## src/mpct_pkg.sv

```systemverilog
// ----------------------------------------------------------------------------
// mpct_pkg
// Shared types, constants and helper functions for the mouse packet cursor
// tracker.
// ----------------------------------------------------------------------------
package mpct_pkg;

  localparam int SCREEN_COLS_DEF = 80;
  localparam int SCREEN_ROWS_DEF = 25;

  localparam int DATA_W     = 8;
  localparam int CURSOR_X_W = 7;
  localparam int CURSOR_Y_W = 5;
  localparam int TARGET_W   = 2;
  localparam int DELTA_W    = 8;

  localparam int DIV3_RECIP = 171;
  localparam int DIV3_SHIFT = 9;

  localparam int HDR_LEFT   = 0;
  localparam int HDR_ONE    = 3;
  localparam int HDR_XSIGN  = 4;
  localparam int HDR_YSIGN  = 5;
  localparam int HDR_XOVF   = 6;
  localparam int HDR_YOVF   = 7;

  localparam int ROW_LO     = 1;
  localparam int ROW_HI     = 3;
  localparam int TERM0_LO   = 19;
  localparam int TERM0_HI   = 23;
  localparam int TERM1_LO   = 25;
  localparam int TERM1_HI   = 29;
  localparam int TERM2_LO   = 31;
  localparam int TERM2_HI   = 35;

  typedef enum logic [TARGET_W-1:0] {
    TERM_0 = 2'd0,
    TERM_1 = 2'd1,
    TERM_2 = 2'd2
  } term_t;

  typedef enum logic [1:0] {
    PH_HEADER = 2'd0,
    PH_DX     = 2'd1,
    PH_DY     = 2'd2
  } phase_t;

  // Sign-extends a delta to nine bits and divides it by three, truncating
  // towards zero. The magnitude is at most 256, so a reciprocal multiply is
  // exact.
  function automatic logic signed [DELTA_W-1:0] div3_delta(input logic sign,
                                                           input logic [DATA_W-1:0] low);
    logic [DATA_W:0]     mag;
    logic [2*DATA_W:0]   prod;
    logic [DELTA_W-1:0]  quot;
    mag  = sign ? ((DATA_W+1)'(1 << DATA_W) - {1'b0, low}) : {1'b0, low};
    prod = (2*DATA_W+1)'(mag) * (2*DATA_W+1)'(DIV3_RECIP);
    quot = DELTA_W'(prod >> DIV3_SHIFT);
    return sign ? -quot : quot;
  endfunction

endpackage

```

## src/mouse_packet_cursor_tracker.sv

```systemverilog
// ----------------------------------------------------------------------------
// mouse_packet_cursor_tracker
// Decodes three-byte PS/2 mouse packets and tracks a clamped text cursor.
// ----------------------------------------------------------------------------
// Bytes from the mouse port arrive on the in_ channel, one per transaction.
// A header byte with an overflow bit set or bit 3 clear is dropped and the
// next byte is tried as a header. The third byte of a packet produces one
// transaction on the out_ channel with the new and previous cursor position,
// a moved flag, the left button and a terminal-switch request.
// Each byte passes through an input register and a single stage of logic
// into the result register. One byte is accepted every cycle unless the
// input stalls, as described below.
// When the receiver stalls, a waiting result is held; header and X delta
// bytes keep flowing, and the input stalls only once a byte that completes
// a packet finds the result register still occupied.
// Reset clears the packet phase, the cursor position to column 0, row 0, and
// both channels' valid state.
// ----------------------------------------------------------------------------
module mouse_packet_cursor_tracker #(
  parameter int SCREEN_COLS = mpct_pkg::SCREEN_COLS_DEF,
  parameter int SCREEN_ROWS = mpct_pkg::SCREEN_ROWS_DEF
) (
  input  logic                            clk,
  input  logic                            rst_n,
  input  logic                            in_valid,
  output logic                            in_stall,
  input  logic [mpct_pkg::DATA_W-1:0]     in_data_byte,
  output logic                            out_valid,
  input  logic                            out_stall,
  output logic [mpct_pkg::CURSOR_X_W-1:0] out_cursor_x,
  output logic [mpct_pkg::CURSOR_Y_W-1:0] out_cursor_y,
  output logic [mpct_pkg::CURSOR_X_W-1:0] out_prev_x,
  output logic [mpct_pkg::CURSOR_Y_W-1:0] out_prev_y,
  output logic                            out_moved,
  output logic                            out_left_pressed,
  output logic                            out_switch_request,
  output logic [mpct_pkg::TARGET_W-1:0]   out_switch_target
);
  import mpct_pkg::*;

  localparam int PXW  = $clog2(SCREEN_COLS);
  localparam int PYW  = $clog2(SCREEN_ROWS);
  localparam int XS_W = ((PXW > DELTA_W) ? PXW : DELTA_W) + 2;
  localparam int YS_W = ((PYW > DELTA_W) ? PYW : DELTA_W) + 2;
  localparam logic signed [XS_W-1:0] X_MAX = XS_W'(SCREEN_COLS - 1);
  localparam logic signed [YS_W-1:0] Y_MAX = YS_W'(SCREEN_ROWS - 1);

  logic                     s1_valid_r;
  logic [DATA_W-1:0]        s1_byte_r;
  phase_t                   phase_r, phase_nxt;
  logic [DATA_W-1:0]        header_r, header_nxt;
  logic [DATA_W-1:0]        dx_r, dx_nxt;
  logic [PXW-1:0]           pos_x_r, pos_x_nxt;
  logic [PYW-1:0]           pos_y_r, pos_y_nxt;

  logic                     out_valid_r;
  logic [CURSOR_X_W-1:0]    cur_x_r, prev_x_r;
  logic [CURSOR_Y_W-1:0]    cur_y_r, prev_y_r;
  logic                     moved_r, left_r, req_r;
  term_t                    tgt_r;

  logic                     hdr_ok;
  logic                     s1_result;
  logic                     s1_adv;
  logic                     out_free;
  logic signed [DELTA_W-1:0] dx_q, dy_q;
  logic signed [XS_W-1:0]   x_sum;
  logic signed [YS_W-1:0]   y_sum;
  logic [PXW-1:0]           new_x;
  logic [PYW-1:0]           new_y;
  logic                     row_hit;
  logic                     req_c;
  term_t                    tgt_c;
  logic [XS_W-1:0]          new_x_ext, old_x_ext;
  logic [YS_W-1:0]          new_y_ext, old_y_ext;

  assign hdr_ok    = !s1_byte_r[HDR_XOVF] && !s1_byte_r[HDR_YOVF] && s1_byte_r[HDR_ONE];
  assign s1_result = s1_valid_r && (phase_r == PH_DY);
  assign out_free  = !out_valid_r || !out_stall;
  assign s1_adv    = s1_valid_r && (!s1_result || out_free);
  assign in_stall  = s1_valid_r && !s1_adv;

  always_comb begin
    phase_nxt = phase_r;
    if (s1_adv) begin
      unique case (phase_r)
        PH_DX:   phase_nxt = PH_DY;
        PH_DY:   phase_nxt = PH_HEADER;
        default: phase_nxt = hdr_ok ? PH_DX : PH_HEADER;
      endcase
    end
  end

  always_comb begin
    dx_q      = div3_delta(header_r[HDR_XSIGN], dx_r);
    dy_q      = div3_delta(header_r[HDR_YSIGN], s1_byte_r);
    x_sum     = XS_W'(pos_x_r) + XS_W'(dx_q);
    y_sum     = YS_W'(pos_y_r) - YS_W'(dy_q);
    if (x_sum < 0) begin
      new_x = '0;
    end else if (x_sum > X_MAX) begin
      new_x = PXW'(X_MAX);
    end else begin
      new_x = PXW'(x_sum);
    end
    if (y_sum < 0) begin
      new_y = '0;
    end else if (y_sum > Y_MAX) begin
      new_y = PYW'(Y_MAX);
    end else begin
      new_y = PYW'(y_sum);
    end
    row_hit = header_r[HDR_LEFT] && (new_y >= PYW'(ROW_LO)) && (new_y <= PYW'(ROW_HI));
    req_c   = 1'b0;
    tgt_c   = TERM_0;
    if (row_hit) begin
      priority if (new_x >= PXW'(TERM0_LO) && new_x <= PXW'(TERM0_HI)) begin
        req_c = 1'b1;
        tgt_c = TERM_0;
      end else if (new_x >= PXW'(TERM1_LO) && new_x <= PXW'(TERM1_HI)) begin
        req_c = 1'b1;
        tgt_c = TERM_1;
      end else if (new_x >= PXW'(TERM2_LO) && new_x <= PXW'(TERM2_HI)) begin
        req_c = 1'b1;
        tgt_c = TERM_2;
      end else begin
        req_c = 1'b0;
      end
    end
    new_x_ext = XS_W'(new_x);
    old_x_ext = XS_W'(pos_x_r);
    new_y_ext = YS_W'(new_y);
    old_y_ext = YS_W'(pos_y_r);
  end

  always_comb begin
    header_nxt = header_r;
    dx_nxt     = dx_r;
    pos_x_nxt  = pos_x_r;
    pos_y_nxt  = pos_y_r;
    if (s1_adv) begin
      unique case (phase_r)
        PH_DX: begin
          dx_nxt = s1_byte_r;
        end
        PH_DY: begin
          pos_x_nxt = new_x;
          pos_y_nxt = new_y;
        end
        default: begin
          if (hdr_ok) begin
            header_nxt = s1_byte_r;
          end
        end
      endcase
    end
  end

  always_ff @(posedge clk) begin
    if (!rst_n) begin
      s1_valid_r  <= 1'b0;
      phase_r     <= PH_HEADER;
      header_r    <= '0;
      dx_r        <= '0;
      pos_x_r     <= '0;
      pos_y_r     <= '0;
      out_valid_r <= 1'b0;
    end else begin
      if (!in_stall) begin
        s1_valid_r <= in_valid;
      end
      phase_r  <= phase_nxt;
      header_r <= header_nxt;
      dx_r     <= dx_nxt;
      pos_x_r  <= pos_x_nxt;
      pos_y_r  <= pos_y_nxt;
      if (s1_adv && s1_result) begin
        out_valid_r <= 1'b1;
      end else if (!out_stall) begin
        out_valid_r <= 1'b0;
      end
    end
  end

  always_ff @(posedge clk) begin
    if (!in_stall && in_valid) begin
      s1_byte_r <= in_data_byte;
    end
    if (s1_adv && s1_result) begin
      cur_x_r  <= new_x_ext[CURSOR_X_W-1:0];
      cur_y_r  <= new_y_ext[CURSOR_Y_W-1:0];
      prev_x_r <= old_x_ext[CURSOR_X_W-1:0];
      prev_y_r <= old_y_ext[CURSOR_Y_W-1:0];
      moved_r  <= (new_x != pos_x_r) || (new_y != pos_y_r);
      left_r   <= header_r[HDR_LEFT];
      req_r    <= req_c;
      tgt_r    <= tgt_c;
    end
  end

  assign out_valid          = out_valid_r;
  assign out_cursor_x       = cur_x_r;
  assign out_cursor_y       = cur_y_r;
  assign out_prev_x         = prev_x_r;
  assign out_prev_y         = prev_y_r;
  assign out_moved          = moved_r;
  assign out_left_pressed   = left_r;
  assign out_switch_request = req_r;
  assign out_switch_target  = tgt_r;

endmodule

```

## config.mk

```make
export PLATFORM = sky130hd
export DESIGN_NAME = mouse_packet_cursor_tracker
export DESIGN_NICKNAME = d
export VERILOG_FILES = /design/src/mpct_pkg.sv /design/src/mouse_packet_cursor_tracker.sv
export SDC_FILE = /design/constraint.sdc
export NUM_CORES = 1
export LEC_CHECK = 0
export ABC_AREA = 1
export BUFFER_PORTS_ARGS = -buffer_cell sky130_fd_sc_hd__buf_2
export CELL_PAD_IN_SITES_DETAIL_PLACEMENT = 1
export CELL_PAD_IN_SITES_GLOBAL_PLACEMENT = 1
export CORE_ASPECT_RATIO = 0.5
export CORE_UTILIZATION = 35
export DETAILED_ROUTE_END_ITERATION = 6
export PLACE_DENSITY = 0.69
export RECOVER_POWER = 100
export SYNTH_ARGS = -nofsm -noshare
export SYNTH_HDL_FRONTEND = slang
export SYNTH_SLANG_ARGS = --single-unit
```

## constraint.sdc

```tcl
create_clock -name clk -period 16 [get_ports clk]
set_input_delay 3.2 -clock clk [delete_from_list [all_inputs] [get_ports clk]]
set_output_delay 3.2 -clock clk [all_outputs]
set_load 0.005 [all_outputs]
```

# == After elaboration in Yosys (flattened, before gate mapping) ==
# Index checks and enable logic that the tools add are counted.
# word_totals
reg_bits,67
inputBits,12
out_inout_bits,31
wordCells,89
# op_classes
add_sub_neg,6
mul,2
n_lt_le_gt_ge,12
eq_ne,5
n_mux,17
n_bitwise,2
n_reduce_logical,28
# op_table
cell,n
"9-bit by 8-bit multiplier with 17-bit output, second input constant",2
"7-bit by 5-bit >= comparator with 1-bit output, second input constant",3
"9-bit by 1-bit < comparator with 1-bit output, second input constant",2
9-bit 2-to-1 mux,2
"9-bit by 8-bit subtractor with 9-bit output, first input constant",2
8-bit 2-to-1 mux,2
8-bit negation,2
"7-bit by 5-bit <= comparator with 1-bit output, second input constant",2
7-bit 2-to-1 mux,2
1-bit logical AND,12
5-bit 2-to-1 mux,2
8-bit by 8-bit adder with 9-bit output,1
"9-bit by 6-bit greater-than comparator with 1-bit output, second input constant",1
"9-bit by 8-bit greater-than comparator with 1-bit output, second input constant",1
6-bit by 8-bit subtractor with 9-bit output,1
"7-bit by 6-bit <= comparator with 1-bit output, second input constant",1
1-bit zero test,7
1-bit 2-to-1 mux,7
7-bit != test,1
"5-bit by 1-bit >= comparator with 1-bit output, second input constant",1
"5-bit by 2-bit <= comparator with 1-bit output, second input constant",1
5-bit != test,1
2-bit case mux with 2 select lines,1
2-bit AND reduction,2
9 further kinds,13

# == Longest topological paths before layout ==
# logic_depth
word_depth,14
depth_mapped,45

# == Worst setup path after synthesis ==
# Ideal clock, no wire load.
# synth_path
path_kind,input to output
start,input port out_stall
end,output port in_stall
arrival_ns,3.563
required_time_ns,12.800
setup_slack_ns,9.237
path_stages,2
path_cell_list,nand2_1 -> nor3_1
# synth_via
elab_chain_cells,6
# synth_rtl
element,line,text
"start, declared",mouse_packet_cursor_tracker.sv:29,"input logic out_stall,"
1-bit zero test,--,
1-bit logical OR,mouse_packet_cursor_tracker.sv:79,assign out_free = !out_valid_r || !out_stall;
1-bit logical OR,mouse_packet_cursor_tracker.sv:80,assign s1_adv = s1_valid_r && (!s1_result || out_free);
1-bit logical AND,mouse_packet_cursor_tracker.sv:80,
1-bit zero test,mouse_packet_cursor_tracker.sv:81,assign in_stall = s1_valid_r && !s1_adv;
1-bit logical AND,mouse_packet_cursor_tracker.sv:81,
"end, declared",mouse_packet_cursor_tracker.sv:26,"output logic in_stall,"
# Every way passes these cells.

# == Worst setup path in the final report ==
# layout_path
start,register header_r[5]
end,"register moved_r, in the netlist out_moved, data pin"
# layout_via
elab_chain_cells,10
elab_cells_between_ends,11
# layout_rtl
element,line,text
"start, declared",mouse_packet_cursor_tracker.sv:51,"logic [DATA_W-1:0] header_r, header_nxt;"
"start signal, assigned",mouse_packet_cursor_tracker.sv:173,header_r <= header_nxt;
9-bit 2-to-1 mux,mpct_pkg.sv:56,"mag = sign ? ((DATA_W+1)'(1 << DATA_W) - {1'b0, low}) : {1'b0, low};"
9-bit by 8-bit multiplier with 17-bit output,mpct_pkg.sv:57,prod = (2*DATA_W+1)'(mag) * (2*DATA_W+1)'(DIV3_RECIP);
8-bit negation,mpct_pkg.sv:59,return sign ? -quot : quot;
8-bit 2-to-1 mux (*),mpct_pkg.sv:59,
6-bit by 8-bit subtractor with 9-bit output (*),mouse_packet_cursor_tracker.sv:98,y_sum = YS_W'(pos_y_r) - YS_W'(dy_q);
9-bit by 6-bit greater-than comparator with 1-bit output,mouse_packet_cursor_tracker.sv:108,end else if (y_sum > Y_MAX) begin
5-bit 2-to-1 mux,mouse_packet_cursor_tracker.sv:108,
5-bit 2-to-1 mux (*),mouse_packet_cursor_tracker.sv:106,if (y_sum < 0) begin
net new_y[4],mouse_packet_cursor_tracker.sv:70,logic [PYW-1:0] new_y;
5-bit != test (*),mouse_packet_cursor_tracker.sv:194,moved_r <= (new_x != pos_x_r) || (new_y != pos_y_r);
1-bit logical OR (*),mouse_packet_cursor_tracker.sv:194,
"end signal, assigned",mouse_packet_cursor_tracker.sv:194,
"end, declared",mouse_packet_cursor_tracker.sv:59,"logic moved_r, left_r, req_r;"
# Mark *: on every way through the listed nets, which the timed path passes. The rest lies on a longest branch.
# A chain may end at the register's enable or synchronous reset.

==> impl_metrics.tcl <==
set metrics [dict create \
    status "finished with violations" \
    avgRoutedWirePerCell_um 14.6 \
    finClkSkew_ps 13.1 \
    failed_checks "capacitance limit, slew limit" \
    antenna_found_initial 0 \
    wl_um 17500 \
    cp_data_required_time_ps 16200 \
    grt_pass1_vias 6246 \
    setup_viol 0 \
    path_common_cell "nand2_1" \
    final_nets 1079 \
    num_rows 35 \
    hold_path_class "reg -> reg" \
    tns_ps 0 \
    drv_slew 54 \
    async_flop_share_pct 0 \
    yosysSeqAreaShare_pct 24.1 \
    root_buffer "clkbuf_16" \
    first_pass_iters 4 \
    drc 0 \
    first_iter_violations 211 \
    fp.coreArea_um2 18800 \
    gp_congestion 0.855 \
    grt_setup_unrepaired "false" \
    die_w_um 200 \
    synthCells 882 \
    use_met2_pct 32.9 \
    initial_core_util_pct 36.4 \
    drv_cap 1 \
    grt_pass1_wl_um 29800 \
    cp_max_fo 13 \
    post_cts_resize_count 0 \
    synth_fp_nets 1032 \
    met1_usage_pct 24.4 \
    slowest_delay_ps 770 \
    diodes 0 \
    dpl.cell_count 1177 \
    yosys-top-cells-area "ha_1 (19%), edfxtp_1 (16%), fa_1 (9.4%), nand2_1 (8.9%), inv_1 (8.8%)" \
    postCtsSetupBuffers 0 \
    syn_area_um2 6850 \
    whs_ps 488 \
    die_area_um2 20200 \
    synth_cell_type_count 39 \
    tightest_slew_ps 2510 \
    yosysWarnings 0 \
    dp_hpwl_um 14700 \
    num_vias 5867 \
    cts_buffers 9 \
    path_clk_slew_ps 60 \
    synthFlopType "edfxtp_1" \
    yosysTopAreaCell "ha_1" \
    ys_ff_latch 64 \
    grt_use_met3_pct 1.54 \
    cts_tree "done" \
    static-leakage-power_nw 4.01 \
    ir_drop_uv 57.8 \
    cts.sinks 64 \
    grt_usage_pct 18.4 \
    grt_max_degree 54 \
    postCtsHoldBufs 0 \
    arrival_ps 8530 \
    finalPower_uw 972 \
    die_h_um 101 \
    synth_most_common_cell "nand2_1" \
    synth-edff-count 37 \
    timing.slew.headroom_pct -67.0 \
    syn_avg_cell_area_um2 7.76 \
    utilization_pct 40.6 \
    cts_max_level 3 \
    instances_no_fill 1193 \
    worst_path_max_delay_cell "o21ai_0" \
    viasPerCell 4.92 \
    insertion_delay_ps 330 \
    final-hold-violation-count 0 \
    synth_commonest_cells "nand2_1 (163), inv_1 (161), ha_1 (106)" \
    grt-busiest-layer "met2" \
    path_class "reg -> reg" \
    syn2layout_area_growth_pct 11.3 \
    fin_crit_sh_pct 52.1 \
    post-route-min-period_ps 8330 \
    startpoint_type "flop" \
    portBuffers 42 \
    drtAntennaViolNets 0 \
    gr-total-overflow 0 \
    cts_max_path_buffers 2 \
    worstSetupEndpointType "flop" \
    synth_top_area_share_pct 19.4 \
    ios 43 \
    drive_above_1_share_pct 7.92 \
    timing.fmax_mhz 120 \
    power.density_nw_per_um2 127 \
]
==> critical path, delay by kind of cell, from the launching register on <==
kind	cells	cell delay, ps
fa+ha+maj	7	2860
compound gates	5	1940
simple gates	14	1440
buf+inv	6	880
flops	1	690
xor+xnor	1	390
==> per-layer routing <==
metal / vias up / wire length [um]
met5: - / 0
met4: 0 / 180
met3: 16 / 195
met2: 39 / 8430
met1: 2850 / 8660
li1: 2962 / -
==> report_power, final <==
group | switching (mW) | internal [mW]
combinational | 0.374 | 0.202
clock | 0.0770 | 0.138
sequential | 0.00383 | 0.177
==> cell type report <==
class / count / area, um2
well taps: 259 / 324
clock buffers: 9 / 225
clock inverters: 7 / 100
flip-flops and latches: 64 / 1650
multi-input cells: 639 / 4490
fillers: 2357 / 11200
repair buffers: 44 / 194
inverters: 171 / 642
==> state kept, by name, summed over array words and instances, names as in the netlist, 2 cells and up <==
signal	count
pos_x_r	7
out_switch_target	2
out_cursor_x	7
out_cursor_y	5
header_r	3
phase_r	2
dx_r	8
out_prev_y	5
s1_byte_r	8
out_prev_x	7
pos_y_r	5
==> placed cells by master (no fill, tap or decap), types with 20 or more instances in the layout <==
cell      synthesis  routed
o21ai_0          47      49
buf_2             2      20
nand2_1         163     164
fa_1             32      32
edfxtp_1         37      37
dfxtp_1          27      27
nand3_1          50      51
a21oi_1          60      60
inv_1           161     165
nor2_1           65      66
ha_1            106     106
clkbuf_1          6      22
nand2_2          21      20
==> stage by stage <==
step	setup slack (ps)	instance area [um2]
floorplan	9240	6850
global placement	8330	7370
detailed placement	8130	7370
CTS	8070	7700
global route	6860	7620
finish	7670	7620
==> logic make-up after synthesis <==
group,synth area share [%]
AO/OA/AOI/OAI,9.50
AND/OR/NAND/NOR,23.4
buffers and inverters,9.85
flip-flops,24.1
adder cells (fa/ha/maj),28.7
XOR/XNOR,4.44
==> path summary, 6_finish.rpt <==
check | endpoint | cells past startpoint | slack, ps | from
worst max register to register | out_moved | 33 | 7670 | header_r[5]
worst min-delay path | out_left_pressed | 0 | 490 | header_r[0]
worst max-delay path | out_moved | 33 | 7670 | header_r[5]
worst min register to register | out_left_pressed | 0 | 490 | header_r[0]
Power figures use the tool's default switching activity.
